`src/rtl/core/irn_pkg.sv`:
```
// Shared types, sizes and the sine table for the nearest-neighbor image rotator.
// Depends on nothing; every module of the block imports it.
`timescale 1ns / 1ps

package irn_pkg;

	// Frame store and coordinate sizes
	localparam int unsigned MAX_DIM     = 512;
	localparam int unsigned COORD_W     = $clog2(MAX_DIM);
	localparam int unsigned ADDR_W      = 2 * COORD_W;
	localparam int unsigned STORE_DEPTH = MAX_DIM * MAX_DIM;
	localparam int unsigned LIM_W       = COORD_W + 1;

	// Field widths
	localparam int unsigned CFG_W   = 10;
	localparam int unsigned PIX_W   = 16;
	localparam int unsigned PADDR_W = 4;
	localparam int unsigned PDATA_W = 32;

	// Fixed-point trig sizes
	localparam int unsigned TRIG_FRAC_BITS = 15;
	localparam int unsigned TRIG_Q         = 30;
	localparam int unsigned MAG_W          = TRIG_FRAC_BITS + 1;
	localparam int unsigned TRIG_W         = TRIG_FRAC_BITS + 2;
	localparam int unsigned OFS_W          = CFG_W + 1;
	localparam int unsigned PROD_W         = OFS_W + TRIG_W;
	localparam int unsigned ACC_W          = PROD_W + 2;
	localparam int unsigned IDX_W          = ACC_W - TRIG_FRAC_BITS;
	localparam logic [63:0] PI_Q60         = 64'h3243F6A8885A308D;

	// Register indexes on the configuration port
	typedef enum logic [1:0] {
		REG_SRC_WIDTH  = 2'd0,
		REG_SRC_HEIGHT = 2'd1,
		REG_OUT_SIZE   = 2'd2,
		REG_ANGLE_DEG  = 2'd3
	} irn_reg_t;

	// Request opcodes
	localparam logic OP_WRITE = 1'b0;
	localparam logic OP_READ  = 1'b1;

	typedef struct packed {
		logic                    opcode;
		logic [CFG_W-1:0]        col;
		logic [CFG_W-1:0]        row;
		logic signed [PIX_W-1:0] pixel_in;
	} irn_req_t;

	typedef struct packed {
		logic signed [PIX_W-1:0] pixel_out;
		logic                    inside_res;
	} irn_rsp_t;

	// Image geometry from the register file
	typedef struct packed {
		logic [CFG_W-1:0] src_width;
		logic [CFG_W-1:0] src_height;
		logic [CFG_W-1:0] out_size;
	} irn_geom_t;

	typedef struct packed {
		logic signed [TRIG_W-1:0] sin_v;
		logic signed [TRIG_W-1:0] cos_v;
	} irn_trig_t;

	// One frame store access from the mapper
	typedef struct packed {
		logic                    wr;
		logic                    rd;
		logic                    in_bounds;
		logic [ADDR_W-1:0]       addr;
		logic signed [PIX_W-1:0] wdata;
	} irn_mem_req_t;

	typedef logic [90:0][MAG_W-1:0] sin_tab_t;

	function automatic logic [63:0] qmul(input logic [63:0] a, input logic [63:0] b);
		return (a * b + (64'd1 << (TRIG_Q - 1))) >> TRIG_Q;
	endfunction

	function automatic logic [MAG_W-1:0] to_frac(input logic [63:0] v);
		logic [63:0] t;
		t = (v + (64'd1 << (TRIG_Q - TRIG_FRAC_BITS - 1))) >> (TRIG_Q - TRIG_FRAC_BITS);
		return t[MAG_W-1:0];
	endfunction

	// Sine of 0..90 degrees; Taylor sums in Q30, rounded to TRIG_FRAC_BITS
	function automatic sin_tab_t build_sin_tab();
		sin_tab_t    tab;
		logic [63:0] pi30;
		logic [63:0] x;
		logic [63:0] x2;
		logic [63:0] ts;
		logic [63:0] tc;
		logic [63:0] s;
		logic [63:0] c;
		tab  = '0;
		pi30 = (PI_Q60 + (64'd1 << 29)) >> 30;
		for (int k = 0; k <= 45; k++) begin
			x  = (64'(k) * pi30 + 64'd90) / 64'd180;
			x2 = qmul(x, x);
			ts = qmul(x, x2) / 64'd6;
			s  = x - ts;
			ts = qmul(ts, x2) / 64'd20;
			s  = s + ts;
			ts = qmul(ts, x2) / 64'd42;
			s  = s - ts;
			ts = qmul(ts, x2) / 64'd72;
			s  = s + ts;
			ts = qmul(ts, x2) / 64'd110;
			s  = s - ts;
			ts = qmul(ts, x2) / 64'd156;
			s  = s + ts;
			tc = qmul(64'd1 << TRIG_Q, x2) / 64'd2;
			c  = (64'd1 << TRIG_Q) - tc;
			tc = qmul(tc, x2) / 64'd12;
			c  = c + tc;
			tc = qmul(tc, x2) / 64'd30;
			c  = c - tc;
			tc = qmul(tc, x2) / 64'd56;
			c  = c + tc;
			tc = qmul(tc, x2) / 64'd90;
			c  = c - tc;
			tc = qmul(tc, x2) / 64'd132;
			c  = c + tc;
			tab[k] = to_frac(s);
			if (k < 45) begin
				tab[90 - k] = to_frac(c);
			end
		end
		return tab;
	endfunction

	localparam sin_tab_t SIN_TAB = build_sin_tab();

endpackage

```
`src/rtl/core/irn_map.sv`:
```
// Inverse mapping: centers the output pixel, rotates it and checks the source bounds.
// Depends on irn_pkg; feeds one frame store access per cycle to irn_store.
`timescale 1ns / 1ps

module irn_map
	import irn_pkg::*;
(
	input  logic         clk,
	input  logic         arst_n,
	input  logic         valid_s1,
	input  irn_req_t     req_s1,
	input  irn_geom_t    geom,
	input  irn_trig_t    trig,
	output irn_mem_req_t mem_req
);

	logic [8:0]                hs;
	logic signed [OFS_W-1:0]   xx;
	logic signed [OFS_W-1:0]   yy;
	logic                      store_hit;

	logic                      valid_s2;
	logic                      op_s2;
	logic                      store_hit_s2;
	logic [ADDR_W-1:0]         waddr_s2;
	logic signed [PIX_W-1:0]   pix_s2;
	logic signed [PROD_W-1:0]  xc_s2;
	logic signed [PROD_W-1:0]  ys_s2;
	logic signed [PROD_W-1:0]  xs_s2;
	logic signed [PROD_W-1:0]  yc_s2;

	logic [8:0]                hx;
	logic [8:0]                hy;
	logic [LIM_W-1:0]          wl;
	logic [LIM_W-1:0]          hl;
	logic signed [ACC_W-1:0]   x_acc;
	logic signed [ACC_W-1:0]   y_acc;
	logic signed [ACC_W-1:0]   x_adj;
	logic signed [ACC_W-1:0]   y_adj;
	logic [IDX_W-1:0]          i_val;
	logic [IDX_W-1:0]          j_val;
	logic                      in_bounds;

	// Center the output coordinate on the output square
	always_comb begin
		hs = (geom.out_size == '0) ? 9'd0 : 9'((geom.out_size - CFG_W'(1)) >> 1);
		xx = $signed({1'b0, req_s1.col}) - $signed({2'b0, hs});
		yy = $signed({2'b0, hs}) - $signed({1'b0, req_s1.row});
		store_hit = (32'(req_s1.col) < MAX_DIM) && (32'(req_s1.row) < MAX_DIM);
	end

	// Register the four rotation products
	always_ff @(posedge clk) begin
		xc_s2        <= xx * trig.cos_v;
		ys_s2        <= yy * trig.sin_v;
		xs_s2        <= xx * trig.sin_v;
		yc_s2        <= yy * trig.cos_v;
		op_s2        <= req_s1.opcode;
		store_hit_s2 <= store_hit;
		waddr_s2     <= {req_s1.row[COORD_W-1:0], req_s1.col[COORD_W-1:0]};
		pix_s2       <= req_s1.pixel_in;
	end

	always_ff @(posedge clk or negedge arst_n) begin
		if (!arst_n) begin
			valid_s2 <= 1'b0;
		end else begin
			valid_s2 <= valid_s1;
		end
	end

	// Source center and store-limited bounds
	always_comb begin
		hx = (geom.src_width == '0) ? 9'd0 : 9'((geom.src_width - CFG_W'(1)) >> 1);
		hy = (geom.src_height == '0) ? 9'd0 : 9'((geom.src_height - CFG_W'(1)) >> 1);
		wl = (32'(geom.src_width) < MAX_DIM) ? LIM_W'(geom.src_width) : LIM_W'(MAX_DIM);
		hl = (32'(geom.src_height) < MAX_DIM) ? LIM_W'(geom.src_height) : LIM_W'(MAX_DIM);
	end

	// Sum, shift to the source center and truncate toward zero
	always_comb begin
		x_acc = ACC_W'(xc_s2) + ACC_W'(ys_s2)
			+ $signed(ACC_W'({hx, {TRIG_FRAC_BITS{1'b0}}}));
		y_acc = $signed(ACC_W'({hy, {TRIG_FRAC_BITS{1'b0}}}))
			+ ACC_W'(xs_s2) - ACC_W'(yc_s2);
		x_adj = x_acc + (x_acc[ACC_W-1] ? $signed(ACC_W'((1 << TRIG_FRAC_BITS) - 1)) : '0);
		y_adj = y_acc + (y_acc[ACC_W-1] ? $signed(ACC_W'((1 << TRIG_FRAC_BITS) - 1)) : '0);
		i_val = x_adj[ACC_W-1:TRIG_FRAC_BITS];
		j_val = y_adj[ACC_W-1:TRIG_FRAC_BITS];
		in_bounds = !i_val[IDX_W-1] && (i_val[IDX_W-2:0] < (IDX_W-1)'(wl))
			&& !j_val[IDX_W-1] && (j_val[IDX_W-2:0] < (IDX_W-1)'(hl));
	end

	// Issue the store access: write at the given place, or read the mapped pixel
	always_comb begin
		mem_req.wr        = valid_s2 && (op_s2 == OP_WRITE) && store_hit_s2;
		mem_req.rd        = valid_s2 && (op_s2 == OP_READ);
		mem_req.in_bounds = in_bounds;
		mem_req.addr      = (op_s2 == OP_WRITE) ? waddr_s2
			: {j_val[COORD_W-1:0], i_val[COORD_W-1:0]};
		mem_req.wdata     = pix_s2;
	end

endmodule

```
`config.mk`:
```
export PLATFORM = sky130hd
export DESIGN_NAME = irn_map
export DESIGN_NICKNAME = d
export VERILOG_FILES = /design/src/rtl/core/irn_pkg.sv /design/src/rtl/core/irn_map.sv
export SDC_FILE = /design/constraint.sdc
export NUM_CORES = 2
export LEC_CHECK = 0
export ABC_AREA = 1
export BUFFER_PORTS_ARGS = -buffer_cell sky130_fd_sc_hd__clkbuf_2
export CORE_UTILIZATION = 30
export CTS_BUF_LIST = sky130_fd_sc_hd__clkbuf_2 sky130_fd_sc_hd__clkbuf_4 sky130_fd_sc_hd__clkbuf_8
export CTS_CLUSTER_DIAMETER = 30
export CTS_CLUSTER_SIZE = 40
export DETAILED_ROUTE_END_ITERATION = 12
export SLEW_MARGIN = 25
export SYNTH_ARGS = -nofsm -noshare
export SYNTH_HDL_FRONTEND = slang
export SYNTH_SLANG_ARGS = --single-unit
```
`constraint.sdc`:
```
create_clock -name clk -period 12.1 [get_ports clk]
set_input_delay 2.42 -clock clk [delete_from_list [all_inputs] [get_ports clk]]
set_output_delay 2.42 -clock clk [all_outputs]
set_load 0.05 [all_outputs]
```
==> flow_summary.json <==
{
  "synth_area_leaders": "fa_1, ha_1, inv_1",
  "critPathKind": "primary input to output port",
  "syn_inst": 4897,
  "pre_cts_ws_ns": 0.288,
  "arrival_ns": 8.98,
  "drive_gt1_frac": 0.0631,
  "setup_violations": 0,
  "cts-root-buf": "clkbuf_8",
  "yosysTopAreaCell": "fa_1",
  "synthDominantCellAreaShare": 0.373,
  "yosys_most_used_dff": "dfxtp_1",
  "antenna_found_initial": 20,
  "period_needed_ns": 11.40,
  "antenna_left": 0,
  "syn_nets": 6098,
  "dieArea_sq_um": 128000,
  "synth-edff-count": 0,
  "status": "completed",
  "slew_viol_final": 0,
  "grt_pass1_vias": 31900,
  "hp-class": "primary input to asynchronous set/reset pin",
  "num_io_pins": 141,
  "io_buffers": 140,
  "cap_violations": 0,
  "cp_max_fo": 15,
  "dr.pass1.iters": 6,
  "die_x_um": 357,
  "wire_per_inst_um": 17.5,
  "clkTransAtPathRegs_ns": 0.11,
  "post-route-util": 0.327,
  "hold_viol_final": 0,
  "coreArea_sq_um": 125000,
  "period_share": 0.942,
  "required_ns": 9.68,
  "grtUsageTotal": 0.187,
  "grt_max_degree": 35,
  "htreeDepth": 4,
  "setup.worst_path.end_class": "output port",
  "rows": 130,
  "slew_headroom": 0.362,
  "cp_slowest_stage_delay_ns": 0.47,
  "critPathLaunchType": "primary input",
  "syn_area_per_cell_sq_um": 7.74,
  "ys_seq_area_frac": 0.0788,
  "synthesis.area_sq_um": 37900,
  "worst_slack_ns": 0.702,
  "cts.sinks": 149,
  "cts_inserted_buffers": 17,
  "tritoncts": "yes",
  "die_h_um": 357,
  "drcViolationCount": 0,
  "dp_hpwl_mm": 99.2,
  "finalWeightedCongestion": 0.911,
  "ys.warnings.count": 0,
  "max_freq_ghz": 0.0877,
  "fin_hold_ws_ns": 1.55,
  "routed_wl_mm": 116,
  "start_util": 0.302,
  "ys_types": 54,
  "drt_iter0_drc": 2176,
  "tightest_slew_ns": 0.956,
  "syn2layout_area_growth_pct": 8.32,
  "overflow": 0,
  "crit_slowest_cell": "fa_1",
  "ys_async_sr_fraction": 0.00671,
  "cts.path.max_buffers": 2,
  "fin_nets": 6179,
  "ys_ff_latch": 149,
  "setup_tns_ns": 0,
  "rsz0062_at_grt": "false",
  "route.vias.total": 31300,
  "avgViaCountPerCell": 4.71,
  "crit_top_cell": "nand2_2",
  "grt_first_pass_wirelength_mm": 181
}
## state kept, by name, indices dropped and copies added (netlist names)
name          cells
op_s2             1
pix_s2           16
store_hit_s2      1
valid_s2          1
waddr_s2         18
xc_s2            28
xs_s2            28
yc_s2            28
ys_s2            28
## metal layers
layer  wire, um  GRT usage  up-vias
li1           -          -    14600
met1      51800      0.254    15500
met2      52500      0.296     1014
met3       9030     0.0441      163
met4       2650     0.0514       32
met5        211          0        -
## synth_stat cells, types with 17 or more instances
cell	count
a21oi_1	204
clkbuf_1	116
dfxtp_1	148
fa_1	706
ha_1	391
inv_1	1221
nand2_1	892
nand3_1	111
nand4_1	22
nor2_1	577
nor3_1	34
o21ai_0	85
or2_2	17
xnor2_1	81
xor2_1	102
## through the flow
step / cell area [sq um] / std cells
final: 41000 / 6649
after global routing: 41000 / 6645
after CTS: 41000 / 6641
after detailed placement: 40500 / 6609
after global placement: 40500 / 6609
after floorplan: 37900 / 4897
## layout make-up
type | instances | area (sq um)
diodes | 8 | 20.0
clock buffers | 19 | 262
clock inverters | 13 | 159
fillers | 13300 | 84400
inverters | 1248 | 4690
multi-input cells | 3372 | 29800
flip-flops and latches | 149 | 2990
well taps | 1650 | 2060
repair buffers | 190 | 1080
## path summary, 6_finish.rpt
kind | cells after the start | to | from | slack, ns
max | 46 | mem_req[34] | geom[20] | 0.70
min | 1 | valid_s2$_DFF_PN0_ | arst_n | 1.55
max in group asynchronous | 1 | valid_s2$_DFF_PN0_ | arst_n | 10.47
min in group clk | 1 | pix_s2[9]$_DFF_P_ | req_s1[9] | 1.89
## critical path, delay by kind of cell
kind | cells | cell delay, ns
compound gates | 5 | 0.82
fa+ha+maj | 5 | 1.71
simple gates | 27 | 2.95
buf+inv | 9 | 1.06
## logic make-up (layout without fill, tap and decap cells)
kind of cell / after synthesis / in the layout / share of synthesized area
DFF: 149 / 149 / 0.0788
and+or+nand+nor: 1714 / 1714 / 0.184
AOI/OAI and AO/OA: 376 / 376 / 0.0550
xor gates and xnor gates: 185 / 185 / 0.0432
adders and majority gates: 1097 / 1097 / 0.502
buffers and inverters: 1376 / 1470 / 0.137
other: 0 / 8 / 0
## cell usage in the layout (no fill, tap or decap), types with 7 or more instances in the layout
cell / n
a211oi_1: 9
a21boi_0: 8
a21o_1: 12
a21oi_1: 202
a31oi_1: 11
buf_4: 50
clkbuf_2: 139
clkbuf_8: 19
clkinv_1: 16
dfxtp_1: 148
diode_2: 8
fa_1: 706
ha_1: 390
inv_1: 1221
inv_2: 10
nand2_1: 891
nand2_2: 17
nand3_1: 111
nand4_1: 22
nor2_1: 572
nor2_2: 9
nor2_4: 7
nor3_1: 30
nor3_2: 7
o211ai_1: 7
o21ai_0: 84
o21ai_1: 7
o21bai_1: 13
or2_2: 17
xnor2_1: 81
xor2_1: 102
## timing repair
item | CTS | global route
resized for setup | 0 | 21
buffers inserted | 0 | 0
setup endpoints to repair | 0 | 1
hold buffers | 0 | 0
Power is left out: the tool's default activity adds up to more than one toggle a clock period on the data nets, which glitch-free logic cannot reach.
