==> config.mk <==
export PLATFORM = sky130hd
export DESIGN_NAME = irn_trig
export DESIGN_NICKNAME = d
export VERILOG_FILES = /design/src/rtl/core/irn_pkg.sv /design/src/rtl/core/irn_trig.sv
export SDC_FILE = /design/constraint.sdc
export NUM_CORES = 1
export LEC_CHECK = 0
export ABC_AREA = 1
export ABC_CLOCK_PERIOD_IN_PS = 800
export BUFFER_PORTS_ARGS = -buffer_cell sky130_fd_sc_hd__buf_2
export CAP_MARGIN = 5
export CELL_PAD_IN_SITES_DETAIL_PLACEMENT = 0
export CELL_PAD_IN_SITES_GLOBAL_PLACEMENT = 1
export CORE_ASPECT_RATIO = 1.4
export CORE_MARGIN = 3
export CORE_UTILIZATION = 39
export CTS_CLUSTER_DIAMETER = 80
export DETAILED_ROUTE_END_ITERATION = 10
export PLACE_DENSITY = 0.83
export SETUP_SLACK_MARGIN = 0.5
export SLEW_MARGIN = 20
export SYNTH_ARGS = -nofsm -noshare
export SYNTH_HDL_FRONTEND = slang
export SYNTH_SLANG_ARGS = --single-unit
==> constraint.sdc <==
create_clock -name clk -period 0.8 [get_ports clk]
set_clock_uncertainty 0.15 [all_clocks]
set_input_delay 0.04 -clock clk [delete_from_list [all_inputs] [get_ports clk]]
set_output_delay 0.04 -clock clk [all_outputs]
set_load 0.02 [all_outputs]
==> src/rtl/core/irn_pkg.sv <==
// Shared types, sizes and the sine table for the nearest-neighbor image rotator.
// Depends on nothing; every module of the block imports it.
`timescale 1ns / 1ps

package irn_pkg;

	// Frame store and coordinate sizes
	localparam int unsigned MAX_DIM     = 512;
	localparam int unsigned COORD_W     = $clog2(MAX_DIM);
	localparam int unsigned ADDR_W      = 2 * COORD_W;
	localparam int unsigned STORE_DEPTH = MAX_DIM * MAX_DIM;
	localparam int unsigned LIM_W       = COORD_W + 1;

	// Field widths
	localparam int unsigned CFG_W   = 10;
	localparam int unsigned PIX_W   = 16;
	localparam int unsigned PADDR_W = 4;
	localparam int unsigned PDATA_W = 32;

	// Fixed-point trig sizes
	localparam int unsigned TRIG_FRAC_BITS = 15;
	localparam int unsigned TRIG_Q         = 30;
	localparam int unsigned MAG_W          = TRIG_FRAC_BITS + 1;
	localparam int unsigned TRIG_W         = TRIG_FRAC_BITS + 2;
	localparam int unsigned OFS_W          = CFG_W + 1;
	localparam int unsigned PROD_W         = OFS_W + TRIG_W;
	localparam int unsigned ACC_W          = PROD_W + 2;
	localparam int unsigned IDX_W          = ACC_W - TRIG_FRAC_BITS;
	localparam logic [63:0] PI_Q60         = 64'h3243F6A8885A308D;

	// Register indexes on the configuration port
	typedef enum logic [1:0] {
		REG_SRC_WIDTH  = 2'd0,
		REG_SRC_HEIGHT = 2'd1,
		REG_OUT_SIZE   = 2'd2,
		REG_ANGLE_DEG  = 2'd3
	} irn_reg_t;

	// Request opcodes
	localparam logic OP_WRITE = 1'b0;
	localparam logic OP_READ  = 1'b1;

	typedef struct packed {
		logic                    opcode;
		logic [CFG_W-1:0]        col;
		logic [CFG_W-1:0]        row;
		logic signed [PIX_W-1:0] pixel_in;
	} irn_req_t;

	typedef struct packed {
		logic signed [PIX_W-1:0] pixel_out;
		logic                    inside_res;
	} irn_rsp_t;

	// Image geometry from the register file
	typedef struct packed {
		logic [CFG_W-1:0] src_width;
		logic [CFG_W-1:0] src_height;
		logic [CFG_W-1:0] out_size;
	} irn_geom_t;

	typedef struct packed {
		logic signed [TRIG_W-1:0] sin_v;
		logic signed [TRIG_W-1:0] cos_v;
	} irn_trig_t;

	// One frame store access from the mapper
	typedef struct packed {
		logic                    wr;
		logic                    rd;
		logic                    in_bounds;
		logic [ADDR_W-1:0]       addr;
		logic signed [PIX_W-1:0] wdata;
	} irn_mem_req_t;

	typedef logic [90:0][MAG_W-1:0] sin_tab_t;

	function automatic logic [63:0] qmul(input logic [63:0] a, input logic [63:0] b);
		return (a * b + (64'd1 << (TRIG_Q - 1))) >> TRIG_Q;
	endfunction

	function automatic logic [MAG_W-1:0] to_frac(input logic [63:0] v);
		logic [63:0] t;
		t = (v + (64'd1 << (TRIG_Q - TRIG_FRAC_BITS - 1))) >> (TRIG_Q - TRIG_FRAC_BITS);
		return t[MAG_W-1:0];
	endfunction

	// Sine of 0..90 degrees; Taylor sums in Q30, rounded to TRIG_FRAC_BITS
	function automatic sin_tab_t build_sin_tab();
		sin_tab_t    tab;
		logic [63:0] pi30;
		logic [63:0] x;
		logic [63:0] x2;
		logic [63:0] ts;
		logic [63:0] tc;
		logic [63:0] s;
		logic [63:0] c;
		tab  = '0;
		pi30 = (PI_Q60 + (64'd1 << 29)) >> 30;
		for (int k = 0; k <= 45; k++) begin
			x  = (64'(k) * pi30 + 64'd90) / 64'd180;
			x2 = qmul(x, x);
			ts = qmul(x, x2) / 64'd6;
			s  = x - ts;
			ts = qmul(ts, x2) / 64'd20;
			s  = s + ts;
			ts = qmul(ts, x2) / 64'd42;
			s  = s - ts;
			ts = qmul(ts, x2) / 64'd72;
			s  = s + ts;
			ts = qmul(ts, x2) / 64'd110;
			s  = s - ts;
			ts = qmul(ts, x2) / 64'd156;
			s  = s + ts;
			tc = qmul(64'd1 << TRIG_Q, x2) / 64'd2;
			c  = (64'd1 << TRIG_Q) - tc;
			tc = qmul(tc, x2) / 64'd12;
			c  = c + tc;
			tc = qmul(tc, x2) / 64'd30;
			c  = c - tc;
			tc = qmul(tc, x2) / 64'd56;
			c  = c + tc;
			tc = qmul(tc, x2) / 64'd90;
			c  = c - tc;
			tc = qmul(tc, x2) / 64'd132;
			c  = c + tc;
			tab[k] = to_frac(s);
			if (k < 45) begin
				tab[90 - k] = to_frac(c);
			end
		end
		return tab;
	endfunction

	localparam sin_tab_t SIN_TAB = build_sin_tab();

endpackage

==> src/rtl/core/irn_trig.sv <==
// Sine and cosine of the configured angle, reduced to 0..359 and looked up per quadrant.
// Depends on irn_pkg for the sine table and trig types.
`timescale 1ns / 1ps

module irn_trig
	import irn_pkg::*;
(
	input  logic                    clk,
	input  logic                    arst_n,
	input  logic signed [CFG_W-1:0] angle_deg,
	output irn_trig_t               trig
);

	logic signed [CFG_W:0] angle_ext;
	logic [CFG_W:0]        wrap_sum;
	logic [CFG_W-1:0]      d_pos;
	logic [8:0]            d_mod;
	logic [1:0]            quad;
	logic [8:0]            quad_base;
	logic [6:0]            rem_deg;
	logic [6:0]            rem_inv;
	logic [MAG_W-1:0]      mag_fwd;
	logic [MAG_W-1:0]      mag_inv;
	logic signed [TRIG_W-1:0] pos_fwd;
	logic signed [TRIG_W-1:0] pos_inv;
	irn_trig_t             trig_d;

	// Bring the angle into 0..359 with a non-negative modulo
	always_comb begin
		angle_ext = {angle_deg[CFG_W-1], angle_deg};
		wrap_sum  = angle_ext + (CFG_W+1)'(720);
		d_pos     = angle_deg[CFG_W-1] ? wrap_sum[CFG_W-1:0] : angle_deg;
		d_mod     = (d_pos >= CFG_W'(360)) ? 9'(d_pos - CFG_W'(360)) : d_pos[8:0];
	end

	// Split into quadrant and remainder degrees
	always_comb begin
		if (d_mod < 9'd90) begin
			quad      = 2'd0;
			quad_base = 9'd0;
		end else if (d_mod < 9'd180) begin
			quad      = 2'd1;
			quad_base = 9'd90;
		end else if (d_mod < 9'd270) begin
			quad      = 2'd2;
			quad_base = 9'd180;
		end else begin
			quad      = 2'd3;
			quad_base = 9'd270;
		end
		rem_deg = 7'(d_mod - quad_base);
		rem_inv = 7'd90 - rem_deg;
		mag_fwd = SIN_TAB[rem_deg];
		mag_inv = SIN_TAB[rem_inv];
		pos_fwd = $signed({1'b0, mag_fwd});
		pos_inv = $signed({1'b0, mag_inv});
	end

	// Quadrant symmetry; cosine is the sine one quadrant on
	always_comb begin
		case (quad)
			2'd0: begin
				trig_d.sin_v = pos_fwd;
				trig_d.cos_v = pos_inv;
			end
			2'd1: begin
				trig_d.sin_v = pos_inv;
				trig_d.cos_v = -pos_fwd;
			end
			2'd2: begin
				trig_d.sin_v = -pos_fwd;
				trig_d.cos_v = -pos_inv;
			end
			2'd3: begin
				trig_d.sin_v = -pos_inv;
				trig_d.cos_v = pos_fwd;
			end
			default: begin
				trig_d.sin_v = pos_fwd;
				trig_d.cos_v = pos_inv;
			end
		endcase
	end

	// Hold the coefficients; they follow the angle register in the cycle after it changes
	always_ff @(posedge clk or negedge arst_n) begin
		if (!arst_n) begin
			trig.sin_v <= '0;
			trig.cos_v <= TRIG_W'(1) <<< TRIG_FRAC_BITS;
		end else begin
			trig <= trig_d;
		end
	end

endmodule

==> impl_summary.log, run 1 <==
INFO  metric critPathArrivalTime = 5240 ps
INFO  metric layout_setup_ws = -4430 ps
INFO  metric first_pass_drt_iterations = 8
INFO  metric worst_slew_margin_rel = 69.2%
INFO  metric numCtsBuffers = 5
INFO  metric synth.ff_latch_count = 34
INFO  metric synth_flop_cell = dfrtp_1
INFO  metric min_path_type = in2async
INFO  metric routed_wire_length_per_instance = 18.7 um
INFO  metric num_antenna_cells = 0
INFO  metric floorplan.die.height = 162 um
INFO  metric worst-slew-pin-transition = 460 ps
INFO  metric cp_data_required_time = 810 ps
INFO  metric placeableCoreArea = 16900 um^2
INFO  metric critical_path.max_fanout = 30
INFO  metric n_fill_cell = 1481
INFO  metric clk_path_buf_depth = 2
INFO  metric outcome = finished with violations
INFO  metric synth.largest_area_cell = nand2_1
INFO  metric met1_length = 12.5 mm
INFO  metric layout.core_utilization = 68.0%
INFO  metric place.detailed.hpwl = 25.1 mm
INFO  metric synth_top_cell_area_share = 19.2%
INFO  metric period_needed = 5230 ps
INFO  metric die-area = 19000 um^2
INFO  metric critPathSlowestCell = ha_1
INFO  metric setup_repair_after_global_routing_missed_its_margin = true
INFO  metric design.portCount = 46
INFO  metric grt_antenna_before_repair = 0
INFO  metric floorplan.initialDensity = 40.0%
INFO  metric post_synth_inst_count = 1227
INFO  metric detailedRoute.firstIterationViolations = 849
INFO  metric top_cells_by_area_in_the_synthesized_netlist = nand2_1 (19%), dfrtp_1 (12%), nand3_1 (9.4%)
INFO  metric clock-root-buffer = clkbuf_16
INFO  metric placement_rows = 56
INFO  metric proportion_of_layout_cells_with_a_drive_suffix_above_1 = 42.2%
INFO  metric dpl_cell_area = 9780 um^2
INFO  metric area_growth_syn_to_fin = 69.9%
INFO  metric netlist_area = 6750 um^2
INFO  metric crit_path_max_incr_delay = 280 ps
INFO  metric gp_routability_congestion = 1.05
INFO  metric startpoint_type = input pin
INFO  metric drt-vias-per-instance = 5.60
INFO  metric yosys.cell_types.count = 57
INFO  metric numPortBuffers = 45
INFO  metric fmax = 191 MHz
INFO  metric tritoncts_num_sinks = 34
INFO  metric maximum_number_of_pins_on_one_net_before_global_route_repair = 33
INFO  metric cp_dominant_cell_by_count = nand2_1
INFO  metric tritoncts = yes
INFO  metric top_layer = met4
INFO  metric ys_seq_area_share = 12.6%
INFO  metric largestRegisters = trig: 34 flops
INFO  metric grt_first_pass_wirelength = 52.5 mm
INFO  metric violations = negative hold slack, negative setup slack
INFO  metric grt_remaining_overflow = 0
INFO  metric routed_wirelength = 34.1 mm
INFO  metric setup_viol_count_final = 68
INFO  metric asyncSetResetFlopFracSynth = 100%
INFO  metric yosysWarnings = 0
INFO  metric postSynthNetCount = 1266
INFO  metric dr_wl_met3 = 2.13 mm
INFO  metric registers.top_by_ff_count = trig
INFO  metric post-route-period-util = 653%
INFO  metric largest_reg_flops = 34
INFO  metric post-route-drc-count = 0
INFO  metric h-tree-depth = 2
INFO  metric global_route.usage.total = 35.1%
INFO  metric cap_violations = 0
INFO  metric route.met2.wl = 16.8 mm
INFO  metric cell_area_after_layout = 11500 um^2
INFO  metric setup_cp_type = in2reg
INFO  metric vias = 10200
INFO  metric worst_setup_path_end_kind = flip-flop
INFO  metric hold_ws = -533 ps
INFO  metric most_used_standard_cells_in_the_synthesized_netlist = nand2_1 (345), inv_1 (136), nor2_1 (134)
INFO  metric report.final.hold_viol_count = 34
INFO  metric per_instance_average_area_after_synthesis = 5.50 um^2
INFO  metric number_of_enable_flip_flop_cells_after_synthesis = 0
INFO  metric slew_violations = 0
INFO  metric clk_pin_slew = 50 ps
INFO  metric via_count_of_the_first_global_routing_pass = 10200
INFO  metric fp.dieW = 117 um
INFO  metric design.final.nets = 1634
INFO  metric postRouteAntennaNets = 0
INFO  metric yosysMostFrequentCell = nand2_1
## kinds of logic (layout without fill, tap and decap cells)
logic type | Yosys count | count (layout) | share of synthesized area, %
flops | 34 | 34 | 12.6
fa+ha+maj | 27 | 27 | 5.11
compound gates | 231 | 231 | 20.6
buf+inv | 209 | 578 | 12.3
xor+xnor | 13 | 13 | 1.69
simple gates | 713 | 713 | 47.7
## placed cells by master (no fill, tap or decap), types with 24 or more instances in the layout
master | Yosys | layout
buf_4 | 1 | 314
nand2_2 | 26 | 60
buf_6 | 2 | 75
nor2_1 | 134 | 91
o21ai_1 | 2 | 25
nand2_1 | 345 | 299
a21oi_1 | 32 | 26
nand3_1 | 127 | 108
inv_2 | 11 | 24
dfrtp_1 | 33 | 33
inv_1 | 136 | 118
o21ai_0 | 117 | 85
nor2_2 | 9 | 27
nand4_1 | 28 | 28
nor2_4 | 4 | 29
## worst max-delay path by stage
stage	slack, ps	endpoint	start	depth (start not counted)
6_report	-4430	trig[16]$_DFF_PN0_	angle_deg[4]	35
5_1_grt	-4740	trig[12]$_DFF_PN0_	angle_deg[4]	35
4_1_cts	-4120	trig[2]$_DFF_PN0_	angle_deg[4]	36
3_5_place_dp	-4680	trig[7]$_DFF_PN0_	angle_deg[4]	36
3_3_place_gp	-4660	trig[7]$_DFF_PN0_	angle_deg[4]	40
2_1_floorplan	-4060	trig[19]$_DFF_PN0_	angle_deg[4]	36
## repair_timing
item | CTS | global route
hold endpoints to repair | 34 | 34
pin swaps | 79 | 60
setup buffers | 50 | 10
endpoints found under the setup margin | 68 | 68
cloned | 3 | 0
gates resized for setup | 215 | 79
## through the flow
stage / hold slack (ps) / std cells / TNS, ps / setup WS, ps
after CTS: -532 / 1818 / -143650 / -4120
after detailed placement: -233 / 1757 / -155400 / -4680
after floorplan: -406 / 1227 / -134710 / -4060
final: -533 / 1828 / -153510 / -4430
after global routing: -520 / 1828 / -163480 / -4740
after global placement: -238 / 1757 / -154190 / -4660
## critical path, delay by kind of cell
kind	cells	cell delay [ps]
simple gates	16	1920
buf+inv	8	1160
compound gates	6	930
fa+ha+maj	3	750
xor+xnor	2	420
## metal layers
layer / vias up / track usage (%)
li1: 4813 / -
met1: 4697 / 39.2
met2: 549 / 61.3
met3: 179 / 4.36
met4: 0 / 21.9
met5: - / 0
## layout make-up
type | count | area (um^2) | area share [%]
clock buffers | 8 | 146 | 1.28
inverters | 151 | 599 | 5.22
multi-input cells | 984 | 5920 | 51.6
flip-flops and latches | 34 | 852 | 7.42
well taps | 232 | 290 | 2.53
repair buffers | 419 | 3670 | 32.0
Power of run 1 is not shown: default switching activity piles up to over one toggle a cycle in this logic, so the estimate is an artifact.
==> inputs of run 2 (changes only) <==
==> constraint.sdc (replaced) <==
create_clock -name clk -period 0.8 [get_ports clk]
set_clock_uncertainty 0.15 [all_clocks]
set_input_delay 0.16 -clock clk [delete_from_list [all_inputs] [get_ports clk]]
set_output_delay 0.16 -clock clk [all_outputs]
set_load 0.02 [all_outputs]
==> run 2 against run 1 <==
Against the previous run: the flow still finishes with violations (negative hold slack, negative setup slack); non-clock buffer count shrank 22; routed wire length is 3.2% lower; first-iteration DRC count grew 12%; fmax fell by 1.3%; design area increased by 0.62%; sequential cell count stayed put; utilization is 0.42 points higher; final cell count is 1.3% lower; global-route usage down 1.7 points; sequential share of layout area is essentially flat; critical path type unchanged.
==> impl_summary.log, run 2 (same netlist as run 1, synthesis figures left out) <==
INFO  metric registers.top_by_ff_count = trig
INFO  metric layout.core_utilization = 68.4%
INFO  metric period_needed = 5300 ps
INFO  metric crit_path_max_incr_delay = 530 ps
INFO  metric outcome = finished with violations
INFO  metric report.final.hold_viol_count = 34
INFO  metric area_growth_syn_to_fin = 71.0%
INFO  metric setup_cp_type = in2reg
INFO  metric clk_pin_slew = 50 ps
INFO  metric grt_antenna_before_repair = 0
INFO  metric drt-vias-per-instance = 5.60
INFO  metric setup_repair_after_global_routing_missed_its_margin = true
INFO  metric setup_viol_count_final = 68
INFO  metric die-area = 19000 um^2
INFO  metric violations = negative hold slack, negative setup slack
INFO  metric design.final.nets = 1613
INFO  metric tritoncts_num_sinks = 34
INFO  metric proportion_of_layout_cells_with_a_drive_suffix_above_1 = 43.9%
INFO  metric most-common-layout-cells = buf_4 (302), nand2_1 (288), inv_1 (116)
INFO  metric h-tree-depth = 2
INFO  metric tritoncts = yes
INFO  metric detailedRoute.firstIterationViolations = 948
INFO  metric via_count_of_the_first_global_routing_pass = 9828
INFO  metric routed_wirelength = 33.0 mm
INFO  metric floorplan.initialDensity = 40.0%
INFO  metric largest_reg_flops = 34
INFO  metric final_common_cell = buf_4
INFO  metric n_fill_cell = 1477
INFO  metric cp_dominant_cell_by_count = nand2_2
INFO  metric numCtsBuffers = 5
INFO  metric routed_wire_length_per_instance = 18.3 um
INFO  metric startpoint_type = input pin
INFO  metric min_path_type = in2async
INFO  metric placement_rows = 56
INFO  metric worst_slew_margin_rel = 57.8%
INFO  metric gp_routability_congestion = 1.02
INFO  metric dp_cells = 1748
INFO  metric final_cell_count_no_fill = 1805
INFO  metric vias = 10100
INFO  metric first_pass_drt_iterations = 9
INFO  metric post-route-period-util = 662%
INFO  metric layout_setup_ws = -4500 ps
INFO  metric global_route.usage.total = 33.4%
INFO  metric critPathSlowestCell = fa_2
INFO  metric worst_setup_path_end_kind = flip-flop
INFO  metric maximum_number_of_pins_on_one_net_before_global_route_repair = 35
INFO  metric num_antenna_cells = 0
INFO  metric critPathArrivalTime = 5350 ps
INFO  metric floorplan.die.height = 162 um
INFO  metric clock-root-buffer = clkbuf_16
INFO  metric fmax = 189 MHz
INFO  metric design.portCount = 46
INFO  metric slew_violations = 0
INFO  metric worst-slew-pin-transition = 627 ps
INFO  metric largestRegisters = trig: 34 flops
INFO  metric placeableCoreArea = 16900 um^2
INFO  metric postRouteAntennaNets = 0
INFO  metric post-route-drc-count = 0
INFO  metric critical_path.max_fanout = 7
INFO  metric fp.dieW = 117 um
INFO  metric cap_violations = 0
INFO  metric place.detailed.hpwl = 24.6 mm
INFO  metric cp_data_required_time = 860 ps
INFO  metric grt_remaining_overflow = 0
INFO  metric hold_ws = -319 ps
INFO  metric setup_total_negative_slack = -157470 ps
INFO  metric grt_first_pass_wirelength = 50.3 mm
INFO  metric clk_path_buf_depth = 2
INFO  metric numPortBuffers = 45
## run 2: cell types whose count changed in the layout (fill, tap and decap cells not counted), sizes merged
cell    change
clkbuf      -1
inv         +1
buf        -23
## run 2: final timing paths
kind                               from            endpoint  slack [ps]
setup / recovery           angle_deg[4]  trig[13]$_DFF_PN0_       -4500
hold / removal                   arst_n  trig[30]$_DFF_PN0_        -320
max in group asynchronous        arst_n  trig[15]$_DFF_PN1_         580
min in group clk           angle_deg[1]   trig[1]$_DFF_PN0_         550
## run 2: stage by stage
stage	setup slack (ps)	cell area (um^2)
floorplan	-4180	7130
CTS	-4340	10800
finish	-4500	11500
global route	-4770	11500
detailed placement	-4830	9700
global placement	-4780	9700
## run 2: area by class of cell
class / instances / area [um^2] / share of cell area [%]
timing repair inverter: 1 / 8.76 / 0.0758
sequential: 34 / 852 / 7.38
timing repair buffer: 397 / 3530 / 30.6
multi-input combinational: 984 / 6120 / 53.0
clock buffer: 6 / 139 / 1.20
tap: 232 / 290 / 2.51
inverter: 151 / 607 / 5.26
## run 2: routing by layer
metal | global-route usage [%] | up-vias | share of wire [%]
met3 | 4.77 | 187 | 6.8
met2 | 57.2 | 552 | 49
met5 | 0 | - | 0
met1 | 37.7 | 4593 | 36
li1 | - | 4767 | -
met4 | 21.6 | 0 | 7.7
## run 2: worst max-delay path: cells and delay by family
kind	cells	cell delay (ps)
buffers and inverters	5	560
AOI/OAI and AO/OA	7	930
adders and majority gates	4	1150
and+or+nand+nor	19	2550
## run 2: timing repair
action	in CTS	in global routing
gates cloned	4	2
hold endpoints to repair	34	34
pin swaps	79	67
endpoints found under the setup margin	68	68
setup buffers	27	18
gates resized for setup	192	161
Power of run 2 is left out for the same reason.
==> inputs of run 3 (changes only) <==
- ABC_CLOCK_PERIOD_IN_PS: 800 -> 4300
- clock period: 0.8 -> 4.3 ns (I/O delays scaled with it)
==> run 3 against run 2 <==
Against the previous run: setup slack improved by 2800 ps; first-iteration DRC count fell by 7.5%; global-route usage fell by 1.1 points; clock-buffer cell count rose by 2; hold slack improved by 800 ps; the run ends with negative setup slack left; sequential cell count did not move; non-clock buffer count rose by 9; routed wire length fell by 3.1%.
==> impl_summary.log, run 3 (same netlist as run 1, synthesis figures left out) <==
INFO  metric worst-slew-pin-transition = 724 ps
INFO  metric grt_antenna_before_repair = 0
INFO  metric tritoncts = yes
INFO  metric h-tree-depth = 2
INFO  metric final_cell_count_no_fill = 1815
INFO  metric critical_path.endpoint = trig[13]$_DFF_PN0_
INFO  metric setup_cp_type = in2reg
INFO  metric grt_first_pass_wirelength = 48.9 mm
INFO  metric report.final.hold_viol_count = 0
INFO  metric setup_repair_after_global_routing_missed_its_margin = true
INFO  metric routed_wirelength = 32.0 mm
INFO  metric post-route-drc-count = 0
INFO  metric final_common_cell = buf_4
INFO  metric most-common-layout-cells = buf_4 (324), nand2_1 (289), inv_1 (107)
INFO  metric design.final.nets = 1621
INFO  metric cap_violations = 0
INFO  metric post-route-period-util = 139%
INFO  metric period_needed = 5960 ps
INFO  metric floorplan.initialDensity = 40.0%
INFO  metric fp.dieW = 117 um
INFO  metric detailedPlace.worstSlack = -2140 ps
INFO  metric drt-vias-per-instance = 5.57
INFO  metric design.portCount = 46
INFO  metric layout_setup_ws = -1660 ps
INFO  metric placement_rows = 56
INFO  metric maximum_number_of_pins_on_one_net_before_global_route_repair = 35
INFO  metric outcome = finished with violations
INFO  metric cp.depth = 40
INFO  metric vias = 10100
INFO  metric routed_wire_length_per_instance = 17.6 um
INFO  metric crit_path_max_incr_delay = 690 ps
INFO  metric critical_path.max_fanout = 8
INFO  metric tritoncts_num_sinks = 34
INFO  metric clock-root-buffer = clkbuf_16
INFO  metric cp_dominant_cell_by_count = nand2_4
INFO  metric registers.top_by_ff_count = trig
INFO  metric fmax = 168 MHz
INFO  metric post_cts_hold_buffer_count = 0
INFO  metric min_path_type = in2async
INFO  metric grt_remaining_overflow = 0
INFO  metric violations = negative setup slack
INFO  metric detailedRoute.firstIterationViolations = 877
INFO  metric critPathSlowestCell = fa_2
INFO  metric numCtsBuffers = 5
INFO  metric critPathArrivalTime = 5980 ps
INFO  metric clk_pin_slew = 50 ps
INFO  metric place.detailed.hpwl = 24.2 mm
INFO  metric numPortBuffers = 45
INFO  metric clk_path_buf_depth = 2
INFO  metric area_growth_syn_to_fin = 68.3%
INFO  metric num_antenna_cells = 0
INFO  metric floorplan.die.height = 162 um
INFO  metric slew_violations = 0
INFO  metric global_route.usage.total = 32.3%
INFO  metric setup_viol_count_final = 34
INFO  metric postRouteAntennaNets = 0
INFO  metric placeableCoreArea = 16900 um^2
INFO  metric proportion_of_layout_cells_with_a_drive_suffix_above_1 = 45.2%
INFO  metric largest_reg_flops = 34
INFO  metric via_count_of_the_first_global_routing_pass = 9715
INFO  metric cp_data_required_time = 4320 ps
INFO  metric first_pass_drt_iterations = 6
INFO  metric die-area = 19000 um^2
INFO  metric worst-path-buf-inv = 9
INFO  metric largestRegisters = trig: 34 flops
INFO  metric gp_routability_congestion = 1.00
INFO  metric cp_top_family = simple AND/OR/NAND/NOR gates
INFO  metric dp_cells = 1749
INFO  metric startpoint_type = input pin
INFO  metric worst_setup_path_end_kind = flip-flop
INFO  metric worst_slew_margin_rel = 51.7%
INFO  metric startpoint = angle_deg[4]
-- run 3: changes by cell type in the layout (fill, tap and decap cells not counted), sizes merged --
cell / before / now
buf: 396 / 405
bufbuf: 0 / 1
clkbuf: 7 / 8
clkinv: 4 / 3
-- run 3: cell type report --
class                           instances  area [um^2]
Multi-Input combinational cell        984         6220
Inverter                              151          599
Timing Repair Buffer                  406         3230
Clock buffer                            8          166
Tap cell                              232          290
Sequential cell                        34          852
Fill cell                            1481         5520
-- run 3: stage by stage --
step	TNS (ps)	utilization, %	instance area, um^2	hold slack (ps)
floorplan	-43590	-	7130	414
global placement	-66350	57.2	9660	799
detailed placement	-68500	57.2	9660	809
CTS	-49000	62.9	10600	509
global route	-60560	67.3	11400	555
finish	-53440	67.3	11400	482
-- run 3: what timing repair did --
item	in CTS	in global routing
pin swaps	39	63
resized for setup	124	168
endpoints found under the hold margin	0	0
setup buffers	33	23
cloned	2	0
setup endpoints to repair	34	34
-- run 3: per-layer routing --
metal  global-route usage [%]  wire length [um]  vias up
met5                        0                 0        -
met4                     18.7              2340        0
met3                     2.39              1800      164
met2                     57.5             16200      498
met1                     36.9             11700     4676
li1                         -                 -     4779
-- run 3: how the worst min path moves through the flow --
| stage | start | to | cells past startpoint |
|---|---|---|---|
| floorplan | arst_n | trig[0]$_DFF_PN0_ | 0 |
| detailed placement | arst_n | trig[21]$_DFF_PN0_ | 1 |
| CTS | arst_n | trig[21]$_DFF_PN0_ | 1 |
| finish | arst_n | trig[21]$_DFF_PN0_ | 1 |
| global placement | arst_n | trig[21]$_DFF_PN0_ | 1 |
| global route | arst_n | trig[0]$_DFF_PN0_ | 1 |
Power of run 3 is left out for the same reason.
